**src/design/swm_out_buf.sv**
```systemverilog
// Two-entry result buffer between the cell chain and the master stream port.
// No package dependencies.
`timescale 1ns / 1ps

module swm_out_buf #(
    parameter int DATA_BITS = 33
) (
    input  logic                 aclk,
    input  logic                 aresetn,
    input  logic                 push,
    input  logic [DATA_BITS-1:0] push_data,
    output logic                 full,
    output logic                 out_valid,
    output logic [DATA_BITS-1:0] out_data,
    input  logic                 out_ready
);

    logic                 head_valid_reg, head_valid_next;
    logic                 tail_valid_reg, tail_valid_next;
    logic [DATA_BITS-1:0] head_data_reg, head_data_next;
    logic [DATA_BITS-1:0] tail_data_reg, tail_data_next;
    logic                 pop;

    assign pop = head_valid_reg && out_ready;

    always_comb begin
        head_valid_next = head_valid_reg;
        tail_valid_next = tail_valid_reg;
        head_data_next  = head_data_reg;
        tail_data_next  = tail_data_reg;
        if (!head_valid_reg || pop) begin
            if (tail_valid_reg) begin
                head_valid_next = 1'b1;
                head_data_next  = tail_data_reg;
                tail_valid_next = push;
                tail_data_next  = push_data;
            end else begin
                head_valid_next = push;
                head_data_next  = push_data;
                tail_valid_next = 1'b0;
            end
        end else if (push) begin
            tail_valid_next = 1'b1;
            tail_data_next  = push_data;
        end
    end

    always_ff @(posedge aclk) begin
        if (!aresetn) begin
            head_valid_reg <= 1'b0;
            tail_valid_reg <= 1'b0;
        end else begin
            head_valid_reg <= head_valid_next;
            tail_valid_reg <= tail_valid_next;
        end
        head_data_reg <= head_data_next;
        tail_data_reg <= tail_data_next;
    end

    assign full      = tail_valid_reg;
    assign out_valid = head_valid_reg;
    assign out_data  = head_data_reg;

endmodule

```
**config.mk**
```make
export PLATFORM = sky130hd
export DESIGN_NAME = swm_out_buf
export DESIGN_NICKNAME = d
export VERILOG_FILES = /design/src/design/swm_out_buf.sv
export SDC_FILE = /design/constraint.sdc
export NUM_CORES = 1
export LEC_CHECK = 0
export ABC_AREA = 1
export BUFFER_PORTS_ARGS = -buffer_cell sky130_fd_sc_hd__clkbuf_2
export CAP_MARGIN = 40
export CORE_MARGIN = 3
export CORE_UTILIZATION = 51
export CTS_BUF_LIST = sky130_fd_sc_hd__clkbuf_16
export DETAILED_ROUTE_END_ITERATION = 12
export GPL_ROUTABILITY_DRIVEN = 0
export HOLD_SLACK_MARGIN = 0.06
export PLACE_DENSITY = 0.79
export RECOVER_POWER = 25
export SYNTH_ARGS = -nofsm -noshare
export SYNTH_HDL_FRONTEND = slang
export SYNTH_SLANG_ARGS = --single-unit
```
**constraint.sdc**
```tcl
create_clock -name aclk -period 3.2 [get_ports aclk]
set_input_delay 0.64 -clock aclk [delete_from_list [all_inputs] [get_ports aclk]]
set_output_delay 0.64 -clock aclk [all_outputs]
set_load 0.02 [all_outputs]
```
* After elaboration in Yosys (flattened, before gate mapping)
Index checks and enable logic that the tools add are counted.
** Cells by class
- Mux-type cells :: 8
- Div/mod/pow operators :: 0
- Add/sub/neg operators :: 0
- Shift operators :: 0
- Multiply operators :: 0
- Eq/ne operators :: 1
- $lt $le $gt $ge :: 0
- Bitwise operators :: 0
- Reductions and logical operators :: 5
** Operators by type and width (number)
- 33-bit 2-to-1 mux :: 4
- 1-bit 2-to-1 mux :: 4
- 2-bit inequality test (second input constant) :: 1
- 2-bit AND reduction :: 1
- 2-bit nonzero test :: 1
- 1-bit logical AND :: 1
- 1-bit zero test :: 1
- 1-bit logical OR :: 1
** Word-level totals
- Input port bits :: 37
- ROM bits :: 0
- Logic and storage cells :: 18
- Latch bits :: 0
- Memories :: 0
- Output and inout port bits :: 35
- RAM bits :: 0
- Register bits :: 68

* Depth between registers and ports, before layout
- Depth in word-level cells :: 4
- Gate-level depth with buffers :: 5
- Depth with buffers taken out :: 5

* Worst setup path before layout
No wires, ideal clock.
- Kind :: input to register
- From :: input out_ready
- To :: register tail_data_reg[0] (enable)
- Cell stages on the path :: 4
- Buffers on the path :: 0
- Slack :: 456 ps
- Arrival time :: 2352 ps
- Setup time :: 392 ps
- Cell sequence :: inv_1 nand2_1 nand2_2 o21a_1
** Between the ends
- Cells in the longest elaborated chain, start to end :: 4
- Elaborated cells between the ends (all ways) :: 5
- Classes of those cells :: 1 x eq/ne; 4 x reduce/logical
** Ends and longest elaborated chain
- from (decl) :: RTL line 15 : input logic out_ready
- 1-bit logical AND (*) :: RTL line 24 : assign pop = head_valid_reg && out_ready;
- 1-bit logical OR (*) :: RTL line 31 : if (!head_valid_reg || pop) begin
- 2-bit inequality test (no line) / 2-bit nonzero test (equally long branches)
- 2-bit AND reduction (no line) (*)
- to (signal assigned) :: RTL line 57 : tail_data_reg <= tail_data_next;
- to (decl) :: RTL line 21 : logic [DATA_BITS-1:0] tail_data_reg, tail_data_next;
Mark *: on every way between the ends. The rest lies on a longest branch, timed or not.
A chain may end at the register's enable or synchronous reset.

* Worst setup path in the final report
- From :: register tail_valid_reg, in the netlist full
- To :: output full
** RTL lines
- from (decl) :: RTL line 19 : logic tail_valid_reg, tail_valid_next;
- from (signal assigned) :: RTL line 54 : tail_valid_reg <= tail_valid_next;
- to (decl) :: RTL line 12 : output logic full,
No word-level cell between the ends.

==> metrics.txt <==
Total Routed Length=4.536 mm; syn_area_per_cell=13.49 sq um; VDD IR max=439.7 uV; commonest cells after routing, fill and taps aside=104 x nand2_1, 66 x edfxtp_1, 41 x clkbuf_2; Starting Density=0.5526; sequential element share of the synthesized area=0.8016; GRT Overall Usage=0.1683; CTS Buf Count=9; # setup viols final=0; Rows=24; die height=76.33 um; total setup buffers inserted after CTS=0; CP max stage delay=0.79 ns; crit path capture type=primary output; CP max-delay cell=dfxtp_1; outcome=complete, no violations; PortBufs=71; clk slew on worst S/H paths=0.05 ns; Mapped Area=2522 sq um; die width=76.33 um; die area=5826 sq um; Lkg Pwr=1.348 nW; largest net degree at the start of global routing=35; clock sinks=68; GRT overflow=0; final hold vios=0; I/O Pins=72; TritonCTS clock tree=yes; DP Area=2924 sq um; clk_lat worst skew=0.32 ns; Clock Tree Buf Depth=2; vias in the first global route=1557; Syn-to-layout area delta=24.65%; R2R Setup Slk=1.34 ns; CP delay by family, top=flip-flops; relative slew slack=0.5090; # diodes=0; layout cells sized above 1=0.2251; post-DP HPWL=3.140 mm; post-route ant nets=0; via count=1601; Final min period=2.065 ns; first-pass GRT wire length=7.272 mm; post-DR vias/cell=4.765; # Max-Cap Violations=0; worst path buffer plus inverter count=1; hold crit path type=in2reg; Worst Path Max Fanout=19; commonest non-fill, non-tap cell in the layout=nand2_1; synth warn=0; Synth cell types=11; max-slew violations=0; crit-path cells=clkbuf_2; Post-Syn Instances=187; Root Buffer=clkbuf_16; period utilization=0.6452; Avg WL per Cell=13.50 um; achievable clock frequency=484.3 MHz; DR pass1 iterations=5; Initial DRC Count=141; post-layout instance area=3144 sq um; setup tns final=0 ns; Yosys reg bits=68; Fillers=336; Synth Net Count=224; antenna violations before repair=0; Startpoint Class=register; Tightest Pin Transition=0.7355 ns; P per Cell Area=670.8 nW/um^2; post-cts sizing count=0; core area=4564 sq um; crit path DAT=1.42 ns; Final #Nets=303; H-tree depth=3; cts hold-fix bufs=0; Worst EP required=2.56 ns; DRC Markers=0; RSZ-0062 raised after global routing=false; area of the multi-input gates=412.9 sq um; clk_skew=0.003480 ns; Reg area=2022 sq um; CP Class=reg2out
## layout make-up
type / count / area share
clock buffer: 9 / 0.07163
clock inverter: 7 / 0.01114
inverter: 4 / 0.006367
multi-input combinational: 108 / 0.1313
sequential: 68 / 0.6431
tap: 65 / 0.02587
timing repair buffer: 75 / 0.1106
## cells in the mapped netlist
library cell  count  area share
buf_6             4       0.018
edfxtp_1         66        0.79
nor2_1            1      0.0015
nand3_1           1      0.0020
nand2_1         104        0.15
nand2_2           1      0.0025
dfxtp_1           2       0.016
buf_4             3      0.0089
inv_1             3      0.0045
o21a_1            1      0.0030
inv_6             1      0.0035
## metrics by stage
stage	hold WS [ns]	setup WS [ns]	utilization	total power, mW	cells
2_1_floorplan	0.4943	0.4558	-	1.207	187
3_3_place_gp	0.4984	1.372	0.6406	1.285	320
3_5_place_dp	0.5034	1.337	0.6406	1.290	320
4_1_cts	0.4973	1.121	0.6976	2.133	336
5_1_grt	0.4952	1.068	0.6889	2.187	336
6_report	0.5108	1.135	0.6889	2.109	336
## path summary, 6_finish.rpt
kind                                   startpoint                end  cells after the start
worst max-delay path                         full               full                      1
worst max register to register               full  tail_data_reg[24]                      4
worst min-delay path                push_data[21]  tail_data_reg[21]                      1
worst min register to register  tail_data_reg[22]       out_data[22]                      2
## power breakdown
group	switching, mW	internal [mW]	leakage (nW)
sequential	0.0212	1.06	0.666
clock	0.332	0.511	0.134
combinational	0.129	0.0555	0.549
## routing by layer
metal,vias to the layer above,part of all wire,wire length (um),global-route usage
met5,-,0,0,0
met4,0,0.024,108,0.1033
met3,12,0.092,416,0.06619
met2,87,0.49,2241,0.2654
met1,714,0.39,1770,0.1929
li1,788,-,-,-
## cells by family (layout without fill, tap and decap cells)
group	Yosys count	count (layout)	synth area share
simple gates	107	107	0.1607
buf+inv	11	95	0.03472
flops	68	68	0.8016
compound gates	1	1	0.002977
(Power assumes the default switching activity.)
