==> config.mk <==
export PLATFORM = sky130hd
export DESIGN_NAME = swm_cell
export DESIGN_NICKNAME = d
export VERILOG_FILES = /design/src/design/swm_pkg.sv /design/src/design/swm_cell.sv
export SDC_FILE = /design/constraint.sdc
export NUM_CORES = 1
export LEC_CHECK = 0
export BUFFER_PORTS_ARGS = -buffer_cell sky130_fd_sc_hd__buf_2
export CAP_MARGIN = 10
export CORE_UTILIZATION = 23
export CTS_CLUSTER_SIZE = 28
export DETAILED_ROUTE_END_ITERATION = 7
export HOLD_SLACK_MARGIN = 0.02
export SYNTH_ARGS = -nofsm -noshare
export SYNTH_HDL_FRONTEND = slang
export SYNTH_SLANG_ARGS = --single-unit
==> constraint.sdc <==
create_clock -name aclk -period 5.6 [get_ports aclk]
set_input_delay 0.56 -clock aclk [delete_from_list [all_inputs] [get_ports aclk]]
set_output_delay 0.56 -clock aclk [all_outputs]
set_load 0.01 [all_outputs]
==> src/design/swm_pkg.sv <==
// Shared types and constants for the sliding window maximum unit.
// No dependencies; imported by the cell and the top level.
`timescale 1ns / 1ps

package swm_pkg;

    localparam int DEF_MAX_WINDOW  = 64;
    localparam int DEF_SAMPLE_BITS = 32;
    localparam int CFG_BITS        = 7;

    // Broadcast control for one update of the cell chain.
    typedef struct packed {
        logic step;   // a sample transaction is taken this cycle
        logic shift;  // front entry leaves; every cell loads its right neighbor
        logic clear;  // restart: treat all held entries as empty
    } swm_ctrl_t;

endpackage

==> src/design/swm_cell.sv <==
// One entry of the monotonic candidate queue, held as value, age and valid bit.
// Depends on swm_pkg for the broadcast control struct.
`timescale 1ns / 1ps

module swm_cell
    import swm_pkg::*;
#(
    parameter int SAMPLE_BITS = DEF_SAMPLE_BITS,
    parameter int AGE_BITS    = $clog2(DEF_MAX_WINDOW + 1)
) (
    input  logic                   aclk,
    input  logic                   aresetn,
    input  swm_ctrl_t              ctrl,
    input  logic [SAMPLE_BITS-1:0] sample,
    input  logic                   left_keep,
    input  logic                   right_valid,
    input  logic [SAMPLE_BITS-1:0] right_value,
    input  logic [AGE_BITS-1:0]    right_age,
    output logic                   keep,
    output logic                   valid,
    output logic [SAMPLE_BITS-1:0] value,
    output logic [AGE_BITS-1:0]    age
);

    logic                   valid_reg, valid_next;
    logic [SAMPLE_BITS-1:0] value_reg, value_next;
    logic [AGE_BITS-1:0]    age_reg, age_next;
    logic                   src_valid;
    logic [SAMPLE_BITS-1:0] src_value;
    logic [AGE_BITS-1:0]    src_age;

    always_comb begin
        src_valid = ctrl.shift ? right_valid : valid_reg;
        src_value = ctrl.shift ? right_value : value_reg;
        src_age   = ctrl.shift ? right_age   : age_reg;
        // equal values survive; only a strictly larger sample evicts
        keep = src_valid && !ctrl.clear && !($signed(sample) > $signed(src_value));
    end

    always_comb begin
        valid_next = valid_reg;
        value_next = value_reg;
        age_next   = age_reg;
        if (ctrl.step) begin
            if (keep) begin
                valid_next = 1'b1;
                value_next = src_value;
                age_next   = src_age + AGE_BITS'(1);
            end else if (left_keep) begin
                // first free slot takes the new sample
                valid_next = 1'b1;
                value_next = sample;
                age_next   = '0;
            end else begin
                valid_next = 1'b0;
                value_next = src_value;
                age_next   = src_age;
            end
        end else if (ctrl.shift) begin
            valid_next = src_valid;
            value_next = src_value;
            age_next   = src_age;
        end
    end

    always_ff @(posedge aclk) begin
        if (!aresetn) begin
            valid_reg <= 1'b0;
        end else begin
            valid_reg <= valid_next;
        end
        value_reg <= value_next;
        age_reg   <= age_next;
    end

    assign valid = valid_reg;
    assign value = value_reg;
    assign age   = age_reg;

endmodule

======== Yosys cells after proc, flatten, opt, wreduce, memory -nomap -nowiden ========
Index checks and enable logic that the tools add are counted.
word-level totals
  output and inout bits ................... 41
  word-level logic and storage cells ...... 25
  bits in registers ....................... 40
operators by class
  add/sub/neg operators ................... 1
  multiplexer cells ....................... 15
  reductions and logical operators ........ 5
  $lt $le $gt $ge ......................... 1
operators with widths
  operator                                                       count
  32-bit 2-to-1 mux                                              5
  7-bit 2-to-1 mux                                               5
  32-bit greater-than comparator                                 1
  7-bit by 1-bit adder with 7-bit output, second input constant  1
  1-bit 2-to-1 mux                                               5
  1-bit logical AND                                              2
  1-bit logical NOT                                              2
  2-bit nonzero test                                             1

======== Longest topological paths before layout ========
Gate-level depths: netlist (run 1).
  depth after elaboration ................. 6
  mapped depth ............................ 15
  gate-level depth less buffers ........... 9

======== Worst setup path before layout (run 1) ========
OpenSTA, ideal clock, no wires.
  path type ............................... input port to output port
  start point ............................. input ctrl[1] in the netlist's numbering
  end point ............................... output keep
  data required time ...................... 5040 ps
  stages on the path ...................... 12
  arrival ................................. 3680 ps
  path slack .............................. 1360 ps
  cells stage by stage .................... clkbuf_1 clkbuf_1 buf_1 mux2i_1 ha_1 a21oi_1 o21ai_1 or3_1 o32ai_1 o311a_1 buf_2 clkbuf_1
between the ends
  cells in the longest elaborated chain, start to end .. 4
  elaborated cells on any way between the ends .. 6
  classes of those cells .................. order compare: 1; mux: 2; reduce/logical: 3
ends and longest elaborated chain
  element                         line            text
  start: declaration              swm_cell.sv:13  input swm_ctrl_t ctrl,
  32-bit 2-to-1 mux               swm_cell.sv:34  src_value = ctrl.shift ? right_value : value_reg;
  32-bit greater-than comparator  swm_cell.sv:37  keep = src_valid && !ctrl.clear && !($signed(sample) > $signed(src_value));
  1-bit logical NOT               swm_cell.sv:37
  1-bit logical AND *             swm_cell.sv:37
  end: declaration                swm_cell.sv:19  output logic keep,
Mark *: on every way between the ends. The rest lies on a longest branch, timed or not.

======== Worst setup path in the final report (run 1) ========
Same ends and word-level chain as after synthesis.

==> results of run 1 <==
==> worst max path at each step <==
stage	to	start	depth (start not counted)	slack [ps]
CTS	keep	ctrl[1]	11	1320
global route	keep	ctrl[1]	11	1160
detailed placement	value[22]$_DFFE_PP_	ctrl[1]	12	1290
finish	keep	ctrl[1]	11	1330
floorplan	keep	ctrl[1]	12	1360
global placement	keep	ctrl[1]	11	1400
==> routing by layer <==
layer  GRT usage, %  share of wire, %  up-vias  wire length, um
li1               -                 -     1346                -
met1           16.4                47     1271             4160
met2           21.8                47      105             4160
met3           3.24               5.2        4              464
met4           2.28              0.58        0               51
met5              0                 0        -                0
==> cell usage after synthesis, types with 2 or more instances <==
master     n  area share [%]
and4_1     2            0.57
nand4_1    7             1.4
nand2_1   15             1.8
nand3_1    6            0.98
nor3_1    33             5.4
o21ai_0    5            0.82
buf_6      4             1.5
nor2_1     6            0.74
nor4_2     2            0.82
mux2_2     3             1.1
o21ai_1    9             1.5
ha_1      33              14
edfxtp_1  39              38
a21oi_2   20             5.7
a21oi_1   27             4.4
mux2i_1   38              12
clkbuf_1   9             1.1
buf_2      4            0.66
nor2b_1    2            0.41
inv_1      5            0.62
o21a_1     4            0.98
==> stage by stage <==
step	area (sq um)	power, mW
after floorplan	3050	0.593
after global placement	3790	0.701
after detailed placement	3790	0.706
after CTS	3980	1.09
after global routing	3980	1.14
final	3980	1.08
==> logic make-up (layout without fill, tap and decap cells) <==
kind of cell	count (synthesis)	after routing	synth area share (%)
buf+inv	23	136	3.98
mux	42	42	14.1
simple gates	77	77	13.0
fa+ha+maj	33	33	13.5
compound gates	75	75	16.3
flops	40	40	39.1
==> layout make-up <==
cell class | count | area [sq um]
Clock buffer | 6 | 129
Clock inverter | 2 | 60.1
Fill cell | 1329 | 8790
Inverter | 5 | 18.8
Multi-Input combinational cell | 227 | 1740
Sequential cell | 40 | 1190
Tap cell | 172 | 215
Timing Repair Buffer | 123 | 628
==> power breakdown <==
| part | total [mW] | switching (mW) | leakage [nW] | internal, mW |
|---|---|---|---|---|
| registers | 0.399 | 0.0198 | 0.403 | 0.379 |
| logic | 0.300 | 0.172 | 1.27 | 0.128 |
| clock network | 0.378 | 0.122 | 0.0911 | 0.256 |
==> placed cells by master (no fill, tap or decap), types with 7 or more instances in the layout <==
cell and n:
a21oi_2 20, mux2i_1 38, a21oi_1 27, nand2_1 15
nand4_1 7, nor3_1 33, o21ai_1 9, buf_2 118
edfxtp_1 39, ha_1 33
==> worst max-delay path, cell delays in order <==
cell	delay (ps)
buf_2	410
buf_4	410
mux2i_1	340
ha_1	300
a21oi_1	150
o21ai_1	80
or3_1	300
o32ai_1	280
o311a_2	220
buf_4	400
buf_2	220
==> run_results.csv, run 1 <==
group,metric,value,unit
run_status,status,"finished, final reports clean",
setup_path,cp-start-kind,"input port",
timing,hold_viol,0,
global_route,first_global_vias,2727,
final_layout,utilization,31.2,%
die,dieArea,0.0137,sq mm
global_route,grt_pass1_wl,13500,um
routing,wirelength,8840,um
setup_path,timing.rr.end,"value[22]$_DFFE_PP_",
global_route,grt_overflow,0,
synth,synthesis.area_per_instance,10.5,sq um
hold_path,min_from,"aresetn",
final_layout,area_growth,30.5,%
timing,timing.setup.tns,0,ps
timing,hold_slack,505,ps
timing,slew_headroom,34.2,%
synth,ys_warn_count,0,
power_and_ir_drop,pwr_density_cell,271,mW/mm^2
routing,drt_iter0_drc,145,
clock_network,postCtsSetupRepairBufs,0,
placed_design,io_buffers,118,
global_route,grt_max_degree,43,
synth,synth-seq-cells,40,
setup_path,cp.required,5040,ps
setup_path,arrival,3710,ps
timing,timing.final.crit_period,4270,ps
synth,synth-async-reset-ratio,0,%
routing,drt_pass1_iterations,6,
setup_path,regToRegSetupSlack,2270,ps
clock_network,root_buffer,"clkbuf_16",
placed_design,dp_hpwl,6780,um
setup_path,end_kind,"output pin",
routing,dr_total_vias,2726,
final_layout,drive_above_1_share,39.7,%
die,die_y,117,um
timing,drv_slew,0,
clock_network,clock_path_buffers,2,
clock_network,cts_tree,"yes",
routing,routed_via_density,4.74,
die,die_w,117,um
final_layout,fin_cells,575,
global_route,antenna_found_initial,0,
timing,setup_violations,0,
routing,drc,0,
setup_path,r2r.worst_path.cells,10,
timing,period_share,76.3,%
hold_path,min_path_type,"input port to register",
synth,seq_area_frac_synth,39.1,%
routing,post_drt_wl_per_cell,15.4,um
routing,ant_nets,0,
global_route,grtUsageTotal,12.8,%
clock_network,cts.hold.buffers_added,0,
hold_path,whs_path_depth,2,
clock_network,clk_pin_slew,60,ps
die,ioPinCount,119,
placed_design,gp_congestion,0.770,
timing,worst_slack,1330,ps
synth,syn_area,0.00305,sq mm
die,core_region_area,0.0128,sq mm
synth,synth_edf_count,39,
timing,max_clock_freq,0.234,GHz
clock_network,post_cts_resized,0,
power_and_ir_drop,leakagePower,1.76,nW
setup_path,path_max_fanout,42,
synth,mappedNetlistNets,401,
synth,synthFlopType,"edfxtp_1",
synth,ys_types,38,
timing,clock_skew,11.5,ps
clock_network,cts_made_buffers,5,
timing,rsz0062_at_grt,"false",
timing,worstMarginPinSlew,988,ps
hold_path,whs_endpoint,"valid$_SDFFE_PN0P_",
final_layout,antenna_cells,0,
job,max-cap-violations,0,
final_layout,nets,513,
synth,synthCells,290,
setup_path,worstSetupPathType,"input port to output pin",
clock_network,clk_latency,290,ps
final_layout,largest_reg_flops,32,
placed_design,dp_slack,1290,ps
clock_network,clock_sinks,40,
clock_network,cts_max_level,2,
power_and_ir_drop,peakVddDrop,0.000127,V
setup_path,rr_startpoint,"value[30]$_DFFE_PP_",
die,rows,41,
placed_design,numPlacedInstances,567,
die,start_util,23.9,%
Power figures use the tool's default switching activity.
==> run 2: changes to the inputs <==
==> constraint.sdc (replaced) <==
create_clock -name aclk -period 4 [get_ports aclk]
set_input_delay 0.4 -clock aclk [delete_from_list [all_inputs] [get_ports aclk]]
set_output_delay 0.4 -clock aclk [all_outputs]
set_load 0.01 [all_outputs]
==> run 2 against run 1 <==
Sequential power increased by 40%. Final area fell by 0.75%. Critical path depth is the same. Wire length down 1.2%. Count of clock-buffer cells in the layout increased by 2. Power increased by 29%. Combinational power increased by 40%. Critical path type unchanged.
==> run_results.csv, run 2 (synthesized netlist as in run 1, its figures left out) <==
group,metric,value,unit
final_layout,final_common_cell,"buf_2",
final_layout,antenna_cells,0,
clock_network,clock_path_buffers,2,
routing,ant_nets,0,
placed_design,io_buffers,118,
routing,dr_total_vias,2665,
timing,clock_skew,4.58,ps
routing,drc,0,
clock_network,postCtsSetupRepairBufs,0,
setup_path,crit_path_max_incr_delay,420,ps
global_route,grt_overflow,0,
run_status,status,"finished, final reports clean",
timing,rsz0062_at_grt,"false",
power_and_ir_drop,leakagePower,1.74,nW
clock_network,cts_tree,"yes",
power_and_ir_drop,pwr_density_cell,352,mW/mm^2
timing,worst_slack,498,ps
die,ioPinCount,119,
power_and_ir_drop,peakVddDrop,0.000158,V
setup_path,cp-start-kind,"input port",
timing,timing.final.crit_period,3500,ps
final_layout,drive_above_1_share,39.5,%
placed_design,dp_hpwl,6660,um
global_route,grt_max_degree,43,
final_layout,nets,513,
timing,timing.setup.tns,0,ps
setup_path,cp_num_buf_inv,4,
die,core_region_area,0.0128,sq mm
routing,drt_iter0_drc,137,
setup_path,end_kind,"output pin",
setup_path,cp_common_cell,"buf_2",
final_layout,area_growth,29.5,%
clock_network,cts_max_level,2,
routing,wirelength,8740,um
timing,drv_slew,0,
die,die_y,117,um
clock_network,clk_pin_slew,60,ps
die,die_w,117,um
clock_network,cts.hold.buffers_added,0,
clock_network,clock_sinks,40,
clock_network,post_cts_resized,0,
timing,max_clock_freq,0.286,GHz
timing,period_share,87.6,%
routing,post_drt_wl_per_cell,15.2,um
global_route,grt_pass1_wl,13700,um
clock_network,root_buffer,"clkbuf_16",
final_layout,utilization,30.9,%
timing,worstMarginPinSlew,1000,ps
setup_path,slowest_stage,"buf_4",
die,start_util,23.9,%
final_layout,n_fill_cell,1327,
placed_design,post_dp_cell_area,0.00380,sq mm
job,max-cap-violations,0,
setup_path,cp_top_family,"buffers and inverters",
global_route,antenna_found_initial,0,
clock_network,cts_made_buffers,5,
global_route,grtUsageTotal,13.2,%
setup_path,path_max_fanout,42,
timing,slew_headroom,33.3,%
global_route,first_global_vias,2730,
routing,drt_pass1_iterations,4,
die,dieArea,0.0137,sq mm
timing,setup_violations,0,
die,rows,41,
final_layout,largest_reg_flops,32,
setup_path,worstSetupPathType,"input port to output pin",
setup_path,arrival,3100,ps
placed_design,dp_slack,275,ps
hold_path,min_path_type,"input port to register",
timing,hold_slack,355,ps
final_layout,fin_area,0.00395,sq mm
routing,routed_via_density,4.63,
clock_network,clk_latency,280,ps
setup_path,crit_chain,"buf_2 -> buf_12 -> mux2i_1 -> ha_1 -> a21oi_1 -> o21ai_1 -> or3_1 -> o32ai_1 -> o311a_2 -> buf_4 -> buf_2",
timing,hold_viol,0,
setup_path,cp.required,3600,ps
placed_design,gp_congestion,0.759,
final_layout,final_cell_mix,"118 x buf_2, 39 x edfxtp_1, 38 x mux2i_1",
[run 2: cell types whose count changed in the layout (fill, tap and decap cells not counted), sizes merged]
cell	previous run	this run
bufinv	2	0
clkbuf	6	8
[run 2: area by class of cell]
| type | count | area (sq um) | share of cell area, % |
|---|---|---|---|
| clock buffers | 8 | 146 | 3.71 |
| inverters | 5 | 18.8 | 0.475 |
| well taps | 172 | 215 | 5.45 |
| repair buffers | 123 | 641 | 16.2 |
| flip-flops and latches | 40 | 1190 | 30.2 |
| multi-input cells | 227 | 1740 | 44.0 |
[run 2: stage by stage]
step                std cells  power, mW
detailed placement        567      0.994
finish                    575       1.39
floorplan                 290      0.830
global route              575       1.48
global placement          567      0.986
CTS                       575       1.41
[run 2: layer usage]
metal  global-route usage, %  part of all wire, %  vias up
met2                    22.7                   47       88
met3                    3.14                  6.6        7
li1                        -                    -     1342
met4                    2.87                 0.63        0
met5                       0                    0        -
met1                    16.7                   46     1228
[run 2: worst paths after layout]
check                       from                  end  slack, ps  depth (start not counted)
min reg2reg  value[27]$_DFFE_PP_  value[27]$_DFFE_PP_        670                          2
max                      ctrl[1]                 keep        500                         11
max reg2reg  value[23]$_DFFE_PP_  value[10]$_DFFE_PP_        860                         10
min                      aresetn   valid$_SDFFE_PN0P_        360                          2
[run 2: report_power, final]
| group | internal (mW) | switching, mW |
|---|---|---|
| Sequential | 0.531 | 0.0281 |
| Combinational | 0.180 | 0.241 |
| Clock | 0.249 | 0.161 |
| Total | 0.960 | 0.430 |
==> run 3: changes to the inputs <==
--- a/config.mk
+++ b/config.mk
@@ -8,6 +8,7 @@
 export BUFFER_PORTS_ARGS = -buffer_cell sky130_fd_sc_hd__buf_2
 export CAP_MARGIN = 10
 export CORE_UTILIZATION = 23
+export CTS_BUF_LIST = sky130_fd_sc_hd__clkbuf_16
 export CTS_CLUSTER_SIZE = 28
 export DETAILED_ROUTE_END_ITERATION = 7
 export HOLD_SLACK_MARGIN = 0.02
==> run 3 against run 2 <==
Sequential share of layout area is 0.077 points higher. Die area unchanged. Via count unchanged. Clock power down 6.1%. Sequential power about the same. Register-to-register slack about the same. Wire length is the same. Non-clock buffer count unchanged.
==> run_results.csv, run 3 (synthesized netlist as in run 1, its figures left out) <==
group,metric,value,unit
clock_network,clock_path_buffers,2,
routing,routed_via_density,4.63,
timing,timing.final.crit_period,3500,ps
final_layout,final_common_cell,"buf_2",
setup_path,worstSetupPathType,"input port to output pin",
clock_network,post_cts_resized,0,
die,core_region_area,0.0128,sq mm
die,rows,41,
setup_path,path_max_fanout,42,
routing,drt_iter0_drc,137,
routing,drc,0,
routing,wirelength,8740,um
setup_path,cp.required,3600,ps
power_and_ir_drop,peakVddDrop,0.000137,V
routing,drt_pass1_iterations,4,
global_route,grt_use_met3,3.14,%
clock_network,cts_tree,"yes",
timing,clock_skew,4.81,ps
global_route,grtUsageMet1,16.7,%
final_layout,antenna_cells,0,
clock_network,root_buffer,"clkbuf_16",
timing,rsz0062_at_grt,"false",
global_route,grt_pass1_wl,13700,um
timing,max_clock_freq,0.286,GHz
routing,post_drt_wl_per_cell,15.2,um
global_route,grtUsageTotal,13.2,%
final_layout,drive_above_1_share,39.2,%
global_route,grt_overflow,0,
clock_network,postCtsSetupRepairBufs,0,
clock_network,cts_made_buffers,5,
setup_path,cp-start-kind,"input port",
placed_design,post_dp_cell_area,0.00380,sq mm
global_route,gr-max-usage-layer,"met2",
setup_path,cp_top_family,"buffers and inverters",
final_layout,area_growth,29.2,%
final_layout,largest_reg_flops,32,
timing,timing.setup.tns,0,ps
power_and_ir_drop,p_total,1.37,mW
routing,ant_nets,0,
setup_path,slowest_stage,"buf_4",
timing,slew_headroom,33.3,%
setup_path,crit_path_max_incr_delay,420,ps
setup_path,arrival,3100,ps
power_and_ir_drop,pwr_density_cell,347,mW/mm^2
timing,hold_slack,355,ps
timing,period_share,87.5,%
setup_path,end_kind,"output pin",
global_route,antenna_found_initial,0,
die,die_y,117,um
job,max-cap-violations,0,
timing,drv_slew,0,
clock_network,clk_pin_slew,60,ps
placed_design,gp_congestion,0.759,
die,start_util,23.9,%
timing,hold_viol,0,
routing,dr_total_vias,2665,
setup_path,crit_chain,"buf_2 -> buf_12 -> mux2i_1 -> ha_1 -> a21oi_1 -> o21ai_1 -> or3_1 -> o32ai_1 -> o311a_2 -> buf_4 -> buf_2",
placed_design,numPlacedInstances,567,
setup_path,cp_num_buf_inv,4,
clock_network,cts.hold.buffers_added,0,
placed_design,dp_hpwl,6660,um
setup_path,cp_common_cell,"buf_2",
final_layout,n_fill_cell,1328,
die,dieArea,0.0137,sq mm
clock_network,cts_max_level,2,
timing,setup_violations,0,
power_and_ir_drop,leakagePower,1.75,nW
timing,worstMarginPinSlew,1000,ps
hold_path,min_path_type,"input port to register",
run_status,status,"finished, final reports clean",
final_layout,nets,513,
clock_network,clock_sinks,40,
die,ioPinCount,119,
final_layout,fin_cells,575,
global_route,use_met2,22.7,%
global_route,first_global_vias,2730,
setup_path,regToRegSetupSlack,860,ps
placed_design,io_buffers,118,
final_layout,final_cell_mix,"118 x buf_2, 39 x edfxtp_1, 38 x mux2i_1",
final_layout,fin_area,0.00394,sq mm
clock_network,clk_latency,280,ps
global_route,grt_max_degree,43,
die,die_w,117,um
==> run 3: changes by cell type in the layout (fill, tap and decap cells not counted) <==
cell      previous run  this run
clkbuf_1             2         0
clkbuf_8             1         0
clkinv_1             0         1
inv_1                5         7
==> run 3: final timing paths <==
kind,to,depth (start not counted),start
worst max register to register,value[10]$_DFFE_PP_,10,value[23]$_DFFE_PP_
worst max-delay path,keep,11,ctrl[1]
worst min-delay path,valid$_SDFFE_PN0P_,2,aresetn
worst min register to register,value[27]$_DFFE_PP_,2,value[27]$_DFFE_PP_
==> run 3: layout make-up <==
class,instances,area (sq um),share of cell area [%]
multi-input combinational,227,1740,44.1
tap,172,215,5.46
inverter,5,18.8,0.476
timing repair buffer,123,641,16.3
clock inverter,3,11.3,0.286
sequential,40,1190,30.2
clock buffer,5,125,3.18
==> run 3: layer usage <==
| metal | vias up | wire length (um) |
|---|---|---|
| met1 | 1228 | 4010 |
| met4 | 0 | 55 |
| met5 | - | 0 |
| met2 | 88 | 4100 |
| met3 | 7 | 577 |
| li1 | 1342 | - |
==> run 3: where the power goes <==
part / internal [mW] / switching (mW) / leakage (nW)
registers: 0.531 / 0.0281 / 0.403
logic: 0.180 / 0.241 / 1.27
clock network: 0.225 / 0.160 / 0.0738
==> run 3: metrics by stage <==
step | setup slack, ps | util (%)
after floorplan | 177 | -
after global placement | 334 | 29.8
after detailed placement | 275 | 29.8
after CTS | 491 | 30.8
after global routing | 332 | 30.8
final | 498 | 30.8
